### src/hw/rtl/mns_pkg.sv
// ----------------------------------------------------------------------------
// mns_pkg
// Shared types and constants for the melody note sequencer: table geometry,
// field widths, configuration register indexes and the control state codes.
// ----------------------------------------------------------------------------
`default_nettype none

package mns_pkg;

	// note table geometry
	localparam int TABLE_DEPTH = 64;
	localparam int IDX_W       = $clog2(TABLE_DEPTH);
	localparam int CNT_W       = IDX_W + 1;

	// field widths
	localparam int TIME_W   = 32;
	localparam int WHOLE_W  = 16;
	localparam int COUNT_W  = 7;
	localparam int FREQ_W   = 13;
	localparam int DIV_W    = 6;
	localparam int LEN_W    = 17;
	localparam int DREM_W   = 5;
	localparam int DSTEP_W  = $clog2(WHOLE_W);

	// configuration port
	localparam int CFG_IDX_W  = 1;
	localparam int CFG_DATA_W = WHOLE_W;

	typedef enum logic [CFG_IDX_W-1:0] {
		REG_WHOLE_NOTE = 1'b0,
		REG_NOTE_COUNT = 1'b1
	} cfg_reg_t;

	// register reset values
	localparam logic [WHOLE_W-1:0] WHOLE_NOTE_RST = WHOLE_W'(1200);
	localparam logic [COUNT_W-1:0] NOTE_COUNT_RST = COUNT_W'(1);

	// one table entry
	typedef struct packed {
		logic        [FREQ_W-1:0] freq;
		logic signed [DIV_W-1:0]  div;
	} note_entry_t;

	// sequencer control states
	typedef enum logic [3:0] {
		ST_IDLE = 4'b0001,
		ST_READ = 4'b0010,
		ST_DIV  = 4'b0100,
		ST_CALC = 4'b1000
	} seq_state_t;

endpackage

`default_nettype wire

### src/hw/rtl/melody_note_sequencer.sv
// ----------------------------------------------------------------------------
// melody_note_sequencer
// Tick-driven tone sequencer over a loadable note table: works out the length
// of the current note, the tone gate and the advance to the next note.
// Flow: a tick passes through READ, the 16-step serial divider in DIV (skipped
//   when the note divider is zero) and CALC, then strobes done.
// Throughput: one load per cycle while not busy; no new tick until done.
// Reset: clears the table (per-entry valid bits), note pointer, timer, length
//   and configuration registers at once; no clearing pass. Results cannot be stalled.
// ----------------------------------------------------------------------------
`default_nettype none

module melody_note_sequencer (
	input  wire logic                                clk,
	input  wire logic                                arst_n,
	// command channel
	input  wire logic                                start,
	output logic                                     busy,
	input  wire logic                                req_type,
	input  wire logic [mns_pkg::TIME_W-1:0]          now_ms,
	input  wire logic [mns_pkg::IDX_W-1:0]           entry_index,
	input  wire logic [mns_pkg::FREQ_W-1:0]          entry_freq,
	input  wire logic signed [mns_pkg::DIV_W-1:0]    entry_divider,
	// configuration port
	input  wire logic                                cfg_we,
	input  wire logic [mns_pkg::CFG_IDX_W-1:0]       cfg_index,
	input  wire logic [mns_pkg::CFG_DATA_W-1:0]      cfg_data,
	// result channel
	output logic                                     done,
	output logic [mns_pkg::FREQ_W-1:0]               freq_hz,
	output logic                                     tone_on,
	output logic [mns_pkg::IDX_W-1:0]                note_index,
	output logic                                     note_advanced
);

	mns_pkg::seq_state_t state_q;

	logic [mns_pkg::WHOLE_W-1:0]     whole_note_q;
	logic [mns_pkg::COUNT_W-1:0]     note_count_q;

	mns_pkg::note_entry_t            mem [mns_pkg::TABLE_DEPTH];
	logic [mns_pkg::TABLE_DEPTH-1:0] valid_q;
	mns_pkg::note_entry_t            rd_data_s1;
	logic                            rd_valid_s1;
	mns_pkg::note_entry_t            entry;

	logic [mns_pkg::IDX_W-1:0]       cur_q;
	logic [mns_pkg::TIME_W-1:0]      start_ms_q;
	logic [mns_pkg::LEN_W-1:0]       len_q;
	logic [mns_pkg::TIME_W-1:0]      now_q;
	logic [mns_pkg::TIME_W-1:0]      elapsed_q;
	logic [mns_pkg::FREQ_W-1:0]      freq_q;

	logic [mns_pkg::DIV_W-1:0]       mag_q;
	logic                            dotted_q;
	logic [mns_pkg::DREM_W-1:0]      rem_q;
	logic [mns_pkg::WHOLE_W-1:0]     quot_q;
	logic [mns_pkg::DSTEP_W-1:0]     step_q;

	logic                            accept;
	logic                            load_wr;
	logic [mns_pkg::DIV_W-1:0]       shifted;
	logic [mns_pkg::DIV_W-1:0]       diff;
	logic                            ge;
	logic [mns_pkg::DREM_W-1:0]      rem_next;
	logic [mns_pkg::WHOLE_W-1:0]     quot_next;
	logic [mns_pkg::LEN_W:0]         len_x3;
	logic [mns_pkg::LEN_W-1:0]       len_div;
	logic [mns_pkg::TIME_W+4:0]      e20;
	logic [mns_pkg::LEN_W+4:0]       l17;
	logic                            tone;
	logic                            adv;
	logic [mns_pkg::COUNT_W-1:0]     eff_count;
	logic [mns_pkg::CNT_W-1:0]       nxt;
	logic [mns_pkg::IDX_W-1:0]       next_note;

	// command handshake
	assign busy    = (state_q != mns_pkg::ST_IDLE);
	assign accept  = start && !busy;
	assign load_wr = accept && req_type;

	// configuration registers
	always_ff @(posedge clk or negedge arst_n) begin
		if (!arst_n) begin
			whole_note_q <= mns_pkg::WHOLE_NOTE_RST;
			note_count_q <= mns_pkg::NOTE_COUNT_RST;
		end else if (cfg_we) begin
			case (mns_pkg::cfg_reg_t'(cfg_index))
				mns_pkg::REG_WHOLE_NOTE: whole_note_q <= cfg_data;
				mns_pkg::REG_NOTE_COUNT: note_count_q <= cfg_data[mns_pkg::COUNT_W-1:0];
				default: ;
			endcase
		end
	end

	// note table memory, registered read of the current note
	always_ff @(posedge clk) begin
		if (load_wr) begin
			mem[entry_index] <= '{freq: entry_freq, div: entry_divider};
		end
		rd_data_s1 <= mem[cur_q];
	end

	// per-entry valid bits, an unwritten entry reads as zero
	always_ff @(posedge clk or negedge arst_n) begin
		if (!arst_n) begin
			valid_q     <= '0;
			rd_valid_s1 <= 1'b0;
		end else begin
			if (load_wr) begin
				valid_q[entry_index] <= 1'b1;
			end
			rd_valid_s1 <= valid_q[cur_q];
		end
	end

	assign entry = rd_valid_s1 ? rd_data_s1 : '0;

	// one restoring division step
	assign shifted   = {rem_q, quot_q[mns_pkg::WHOLE_W-1]};
	assign ge        = (shifted >= mag_q);
	assign diff      = shifted - mag_q;
	assign rem_next  = ge ? diff[mns_pkg::DREM_W-1:0] : shifted[mns_pkg::DREM_W-1:0];
	assign quot_next = {quot_q[mns_pkg::WHOLE_W-2:0], ge};

	// length from the finished quotient, dotted notes take 3/2
	assign len_x3  = {2'b00, quot_next} + {1'b0, quot_next, 1'b0};
	assign len_div = dotted_q ? len_x3[mns_pkg::LEN_W:1] : {1'b0, quot_next};

	// tone gate and advance test
	assign e20  = {1'b0, elapsed_q, 4'b0000} + {3'b000, elapsed_q, 2'b00};
	assign l17  = {1'b0, len_q, 4'b0000} + {5'b00000, len_q};
	assign tone = {15'd0, l17} > e20;
	assign adv  = elapsed_q >= {15'd0, len_q};

	// next note with wrap at the effective count
	always_comb begin
		eff_count = note_count_q;
		if (note_count_q == '0) begin
			eff_count = mns_pkg::COUNT_W'(1);
		end else if (note_count_q > mns_pkg::COUNT_W'(mns_pkg::TABLE_DEPTH)) begin
			eff_count = mns_pkg::COUNT_W'(mns_pkg::TABLE_DEPTH);
		end
		nxt       = {1'b0, cur_q} + mns_pkg::CNT_W'(1);
		next_note = (nxt >= mns_pkg::CNT_W'(eff_count)) ? '0 : nxt[mns_pkg::IDX_W-1:0];
	end

	// sequencer control and note state
	always_ff @(posedge clk or negedge arst_n) begin
		if (!arst_n) begin
			state_q    <= mns_pkg::ST_IDLE;
			cur_q      <= '0;
			start_ms_q <= '0;
			len_q      <= '0;
			done       <= 1'b0;
		end else begin
			done <= 1'b0;
			case (state_q)
				mns_pkg::ST_IDLE: begin
					if (accept && !req_type) begin
						state_q <= mns_pkg::ST_READ;
					end
				end
				mns_pkg::ST_READ: begin
					if (entry.div == '0) begin
						state_q <= mns_pkg::ST_CALC;
					end else begin
						state_q <= mns_pkg::ST_DIV;
					end
				end
				mns_pkg::ST_DIV: begin
					if (step_q == '0) begin
						len_q   <= len_div;
						state_q <= mns_pkg::ST_CALC;
					end
				end
				mns_pkg::ST_CALC: begin
					done <= 1'b1;
					if (adv) begin
						cur_q      <= next_note;
						start_ms_q <= now_q;
					end
					state_q <= mns_pkg::ST_IDLE;
				end
				default: state_q <= mns_pkg::ST_IDLE;
			endcase
		end
	end

	// datapath registers for the transaction in flight
	always_ff @(posedge clk) begin
		if (accept) begin
			now_q     <= now_ms;
			elapsed_q <= now_ms - start_ms_q;
		end
		case (state_q)
			mns_pkg::ST_READ: begin
				freq_q   <= entry.freq;
				dotted_q <= entry.div[mns_pkg::DIV_W-1];
				mag_q    <= entry.div[mns_pkg::DIV_W-1] ? mns_pkg::DIV_W'(-entry.div)
				                                        : mns_pkg::DIV_W'(entry.div);
				rem_q    <= '0;
				quot_q   <= whole_note_q;
				step_q   <= mns_pkg::DSTEP_W'(mns_pkg::WHOLE_W - 1);
			end
			mns_pkg::ST_DIV: begin
				rem_q  <= rem_next;
				quot_q <= quot_next;
				step_q <= step_q - mns_pkg::DSTEP_W'(1);
			end
			mns_pkg::ST_CALC: begin
				freq_hz       <= freq_q;
				tone_on       <= tone;
				note_advanced <= adv;
				note_index    <= adv ? next_note : cur_q;
			end
			default: ;
		endcase
	end

	// checks
	a_done_after_calc: assert property (@(posedge clk) disable iff (!arst_n)
		done |-> $past(state_q == mns_pkg::ST_CALC))
		else $error("result strobe without a finished calculation");

	a_done_not_busy: assert property (@(posedge clk) disable iff (!arst_n)
		done |-> !busy)
		else $error("busy while a result is shown");

	a_note_moves_on_advance: assert property (@(posedge clk) disable iff (!arst_n)
		!$stable(cur_q) |-> (done && note_advanced))
		else $error("note pointer changed without an advance");

	a_result_index: assert property (@(posedge clk) disable iff (!arst_n)
		done |-> (note_index == cur_q))
		else $error("reported note index differs from the note pointer");

endmodule

`default_nettype wire
### config.mk
export PLATFORM = sky130hd
export DESIGN_NAME = melody_note_sequencer
export DESIGN_NICKNAME = d
export VERILOG_FILES = /design/src/hw/rtl/mns_pkg.sv /design/src/hw/rtl/melody_note_sequencer.sv
export SDC_FILE = /design/constraint.sdc
export NUM_CORES = 2
export LEC_CHECK = 0
export ABC_AREA = 0
export ABC_CLOCK_PERIOD_IN_PS = 4900
export BUFFER_PORTS_ARGS = -buffer_cell sky130_fd_sc_hd__buf_2
export CELL_PAD_IN_SITES_DETAIL_PLACEMENT = 1
export CELL_PAD_IN_SITES_GLOBAL_PLACEMENT = 1
export CORE_MARGIN = 3
export CORE_UTILIZATION = 34
export CTS_BUF_LIST = sky130_fd_sc_hd__clkbuf_16
export DETAILED_ROUTE_END_ITERATION = 6
export GPL_ROUTABILITY_DRIVEN = 0
export HOLD_SLACK_MARGIN = 0.02
export PLACE_DENSITY = 0.59
export RECOVER_POWER = 50
export SYNTH_ARGS = -nofsm -noshare
export SYNTH_HDL_FRONTEND = slang
export SYNTH_SLANG_ARGS = --single-unit
export TNS_END_PERCENT = 20
### constraint.sdc
create_clock -name clk -period 4.9 [get_ports clk]
set_input_delay 0.245 -clock clk [delete_from_list [all_inputs] [get_ports clk]]
set_output_delay 0.245 -clock clk [all_outputs]
set_load 0.02 [all_outputs]
After elaboration in Yosys (flattened, before gate mapping)
Memories as Yosys holds them, arrays and structs flattened. A register that Yosys moved wholly into a read port is not among the register bits.
Cells that the tools add are included.
- register bits: 278
- memory bits (writable): 1216
- memories: 1
- output and inout bits: 23
- bits of input ports: 79
- memory list (memory ; words ; width ; read ports ; clocked after Yosys merged registers in ; write ports ; RTL line ; RTL):
    mem ; 64 ; 19 ; 1 ; 1 ; 1 ; melody_note_sequencer.sv:41 ; mns_pkg::note_entry_t mem [mns_pkg::TABLE_DEPTH];
- add/sub/neg operators: 8
- equal/unequal tests: 7
- bitwise gates (word level): 2
- multiplexer cells: 22
- reduce and logical (&&, ||, !) cells: 15
- order comparisons: 8
- operator list (kind ; count):
    $or 64x64->64 ; 1
    $add 36x34->37 ; 1
    $gt 22x37->1 ; 1
    $ge 32x17->1 ; 1
    $pmux 16 s2 ; 1
    $sub 32x32->32 ; 1
    $add 21x17->22 ; 1
    $add 16x17->18 ; 1
    $mux 6 ; 3
    $mux 17 ; 1
    $lt 6x7->1 const B ; 2
    $mux 7 ; 2
    $mux 4 ; 3
    $pmux 4 s3 ; 1
    $mux 5 ; 2
    $pmux 5 s2 ; 1
    $reduce_and 2->1 ; 5
    $pmux 4 s2 ; 1
    $add 6x1->7 const B ; 1
    $ge 7x7->1 ; 1
    $gt 7x7->1 const B ; 1
    $logic_not 7->1 ; 1
    $bmux 1 s6 ; 1
    $demux 1 s6 ; 1
    18 further kinds ; 27

Logic depth before layout (Yosys ltp)
- depth in word-level cells: 6
- gate-level depth with buffers: 23

Worst setup path after synthesis
OpenSTA, ideal clock, no wires.
- path type: register to register
- from: reg state_q[0]
- to: mem mem[35][0] (netlist bit) (enable)
- slack: -621 ps
- library setup time: 396 ps
- required time: 4504 ps
- cell stages (with the launch flop): 7
- arrival: 5126 ps
- period minus slack after synthesis: 5521 ps
- path through: dfstp_2 nand3b_1 nor2_1 nand2_1 nor2_1 nand3b_1 nor2_1
- longest elaborated chain between the ends: 6
- RTL lines (element ; RTL line ; RTL):
    start, declared ; melody_note_sequencer.sv:36 ; mns_pkg::seq_state_t state_q;
    start signal, assigned ; melody_note_sequencer.sv:151 ; state_q <= mns_pkg::ST_IDLE;
    start signal, assigned ; melody_note_sequencer.sv:161 ; state_q <= mns_pkg::ST_READ;
    start signal, assigned ; melody_note_sequencer.sv:166 ; state_q <= mns_pkg::ST_CALC;
    $ne 4x1->1 ; melody_note_sequencer.sv:78 ; assign busy = (state_q != mns_pkg::ST_IDLE);
    net busy ; melody_note_sequencer.sv:18 ; output logic busy,
    $logic_not 1->1 ; melody_note_sequencer.sv:79 ; assign accept = start && !busy;
    $logic_and 1x1->1 ; melody_note_sequencer.sv:79 ;
    net accept ; melody_note_sequencer.sv:60 ; logic accept;
    $logic_and 1x1->1 ; melody_note_sequencer.sv:80 ; assign load_wr = accept && req_type;
    $mux 1 ; melody_note_sequencer.sv:98 ; if (load_wr) begin
    $mux 1 (not written as such) ; melody_note_sequencer.sv:99 ; mem[entry_index] <= '{freq: entry_freq, div: entry_divider};
    end, declared ; melody_note_sequencer.sv:41 ;
The timed path passes the listed nets, and every way through them passes these cells.

Final worst setup path
- from: reg len_q[4] (netlist bit)
- to: reg tone_on, data pin
- longest elaborated chain between the ends: 2
- RTL lines (element ; RTL line ; RTL):
    start, declared ; melody_note_sequencer.sv:49 ; logic [mns_pkg::LEN_W-1:0] len_q;
    start signal, assigned ; melody_note_sequencer.sv:173 ; len_q <= len_div;
    $add 21x17->22 ; melody_note_sequencer.sv:132 ; assign l17 = {1'b0, len_q, 4'b0000} + {5'b00000, len_q};
    $gt 22x37->1 ; melody_note_sequencer.sv:133 ; assign tone = {15'd0, l17} > e20;
    net tone ; melody_note_sequencer.sv:71 ; logic tone;
    end signal, assigned ; melody_note_sequencer.sv:213 ; tone_on <= tone;
    end, declared ; melody_note_sequencer.sv:31 ; output logic tone_on,
The timed path passes the listed nets, and every way through them passes these cells.
A chain may end at the register's enable or synchronous reset.

==> results.py <==
metrics = {
    "run_status": {
        "status": "finished, violations left",
        "violations": "max-capacitance violations, max-slew violations",
    },
    "grt": {
        "grt_use_met1": 0.230,
        "grt_pass1_vias": 34300,
        "grt_max_degree": 116,
        "met2_usage": 0.288,
        "grt.busiest_layer": "met2",
        "antenna_found_initial": 25,
        "grt_pass1_wl_um": 242000,
        "grtUsageTotal": 0.174,
        "grt_overflow_total": 0,
        "grt_use_met3": 0.0351,
    },
    "route": {
        "first_iter_violations": 2595,
        "num_vias": 32100,
        "viasPerCell": 5.18,
        "drtAntennaViolNets": 0,
        "firstDrtPassIters": 5,
        "routedWlPerCell_um": 26.5,
        "drc_errors": 0,
        "wl_um": 165000,
    },
    "sta": {
        "finalSetupTns_ns": 0,
        "whs_ns": 0.229,
        "max_slew_margin": -1.15,
        "finalCritPeriodShare": 0.961,
        "fin_worst_skew_ns": 0.0573,
        "slew_viol_final": 1408,
        "setup_slack_ns": 0.191,
        "hold_violations": 0,
        "tightest_slew_ns": 3.22,
        "rsz0062_at_grt": "true",
        "finalSetupViolCount": 0,
        "timing.final.crit_period_ns": 4.71,
        "fmax_mhz": 212,
    },
    "worst_setup_path": {
        "crit_path_end_kind": "register",
        "critPathArrivalTime_ns": 5.32,
        "required_ns": 5.51,
        "worst_setup_path_start_kind": "register",
        "critPathKind": "reg2reg",
        "path_max_fanout": 3,
    },
    "clocking": {
        "postCtsSetupBuffers": 0,
        "cts_tree": "done",
        "cts-root-buf": "clkbuf_16",
        "cts_htree_levels": 4,
        "cts.clk_slew.worst_paths_ns": 0.06,
        "cts_buffer_depth": 3,
        "numCtsBuffers": 162,
        "clk_latency_ns": 0.79,
        "clock-sinks": 1513,
    },
    "final_layout": {
        "final_cell_mix": "edfxtp_1 (1346), mux4_2 (420), clkbuf_16 (165), inv_1 (148), ha_1 (143)",
        "drive_above_1_share": 0.261,
        "multi_input_area_um2": 17700,
        "final_area_um2": 72700,
        "seqCellArea_um2": 44500,
        "final_common_cell": "edfxtp_1",
        "syn2layout_area_growth_pct": 15.5,
        "final_nets": 3831,
        "fill_cells": 17900,
    },
    "synthesis": {
        "syn_avg_cell_area_um2": 19.1,
        "ys_seq_area_frac": 0.707,
        "synth_area_um2": 62900,
        "ys_types": 82,
        "synth-seq-cells": 1513,
        "synth-edff-count": 1346,
        "synthFlopType": "edfxtp_1",
        "async_reset_ff_frac": 0.0978,
        "synthesis.nets": 3515,
        "synth_warnings": 0,
        "syn_inst": 3288,
    },
    "min_path": {
        "hold_class": "in2reg",
    },
    "floorplanning": {
        "num_rows": 157,
        "die_y_um": 436,
        "die_area_um2": 190000,
        "core_area_um2": 183000,
        "die_w_um": 436,
        "start_util": 0.343,
        "ios": 102,
    },
    "power_and_ir_drop": {
        "power.internal_mw": 22.9,
        "clkPwrFrac": 0.376,
        "irDropWorstVdd_v": 0.000368,
        "pwr-share-comb": 0.145,
        "powerDensity_nw_per_um2": 421,
        "power_leakage_nw": 24.1,
        "seqPwrFrac": 0.479,
        "p_sw_mw": 7.65,
        "power_mw": 30.6,
        "switching_share": 0.250,
    },
    "flow_run": {
        "drv_cap": 22,
    },
    "place": {
        "dpl-instance-area_um2": 67200,
        "port_buffers": 101,
        "post-place-ws_ns": 0.212,
        "dpl.hpwl_um": 96900,
    },
}
==> cell families (layout without fill, tap and decap cells) <==
family,count (synthesis),in the layout,share of synthesized area
buffers and inverters,235,682,0.0151
other,0,9,0
AO/OA/AOI/OAI,304,304,0.0319
adder cells (fa/ha/maj),148,148,0.0300
AND/OR/NAND/NOR,502,502,0.0394
flip-flops,1513,1513,0.707
multiplexers,502,502,0.165
XOR/XNOR,84,84,0.0117
==> critical path, cell delays in order, from the launching register on <==
cell and delay (ns):
dfrtp_1 0.38, ha_1 0.23, fa_1 0.41, a21o_1 0.20, a21oi_1 0.23, o21bai_1 0.09
a21o_1 0.20, a21oi_1 0.20, o21ai_0 0.16, o41ai_1 0.30, buf_4 0.18, o21ba_2 0.13
nor2_1 0.05, xnor2_1 0.13, ha_1 0.33, nand4_1 0.08, or2_2 0.12, nor2_1 0.05
nand4_1 0.09, o2111a_1 0.17, o2111ai_1 0.17, a2111oi_4 0.23, o2111ai_1 0.17, nor4_2 0.23
==> registers in the layout, indices dropped and copies added (netlist names), 17 cells and up <==
name,count
mem,1216
valid_q,64
rd_data_s1,19
len_q,17
elapsed_q,32
now_q,32
start_ms_q,32
==> cell type report <==
cell class | count | share of cell area
Clock buffer | 165 | 0.0568
Multi-Input combinational cell | 1540 | 0.243
Sequential cell | 1513 | 0.613
Inverter | 104 | 0.00537
Clock inverter | 130 | 0.0122
Tap cell | 2464 | 0.0424
Antenna cell | 9 | 0.000310
Timing Repair Buffer | 283 | 0.0273
==> what timing repair did <==
item / in CTS / in global routing
hold buffers: 62 / 0
gates resized for setup: 0 / 1
setup endpoints to repair: 0 / 4
endpoints found under the hold margin: 216 / 0
==> power by group through the flow <==
stage | clock (mW) | combinational [mW] | sequential, mW
4_1_cts | 11.8 | 4.55 | 14.6
6_report | 11.5 | 4.44 | 14.6
2_1_floorplan | 0 | 3.21 | 14.8
3_5_place_dp | 0 | 4.49 | 14.9
3_3_place_gp | 0 | 4.44 | 14.9
5_1_grt | 12.4 | 4.89 | 14.7
==> worst paths after layout <==
path,from,endpoint,slack (ns),depth (start not counted)
worst max-delay path,len_q[4]$_DFFE_PN0P_,tone_on$_DFFE_PP_,0.19,23
worst min-delay path,cfg_data[15],whole_note_q[15]$_DFFE_PN0P_,0.23,3
worst max register to register,len_q[4]$_DFFE_PN0P_,tone_on$_DFFE_PP_,0.19,23
worst min register to register,freq_q[3]$_SDFFCE_PN0N_,freq_hz[3]$_DFFE_PP_,0.42,0
max in group asynchronous,arst_n,cur_q[0]$_DFFE_PN0P_,0.74,4
min in group asynchronous,arst_n,valid_q[2]$_DFFE_PN0P_,1.45,4
==> Yosys cell counts, drive strengths merged, types with 21 or more instances <==
cell    count  share of area
a21o       36         0.0043
a21oi      83         0.0071
buf        60         0.0047
clkbuf     71         0.0042
dfrtp     142          0.056
edfxtp   1346           0.64
ha        143          0.028
inv       104         0.0062
mux2       62          0.011
mux4      420           0.15
nand2     126         0.0076
nand3      32         0.0025
nor2      140         0.0083
nor3       24         0.0021
o21ai      82         0.0066
or2        68         0.0068
xnor2      63         0.0088
xor2       21         0.0029
==> metal layers <==
metal	wire [um]	share of wire	vias up
li1	-	-	13900
met1	69300	0.42	17200
met2	80700	0.49	774
met3	9180	0.056	263
met4	5440	0.033	8
met5	55	0.00033	-
==> stage by stage <==
| stage | instances | util |
|---|---|---|
| global placement | 5842 | 0.366 |
| detailed placement | 5842 | 0.366 |
| CTS | 6199 | 0.397 |
| finish | 6208 | 0.396 |
| floorplan | 3288 | - |
| global route | 6202 | 0.396 |
Power figures use the tool's default switching activity.
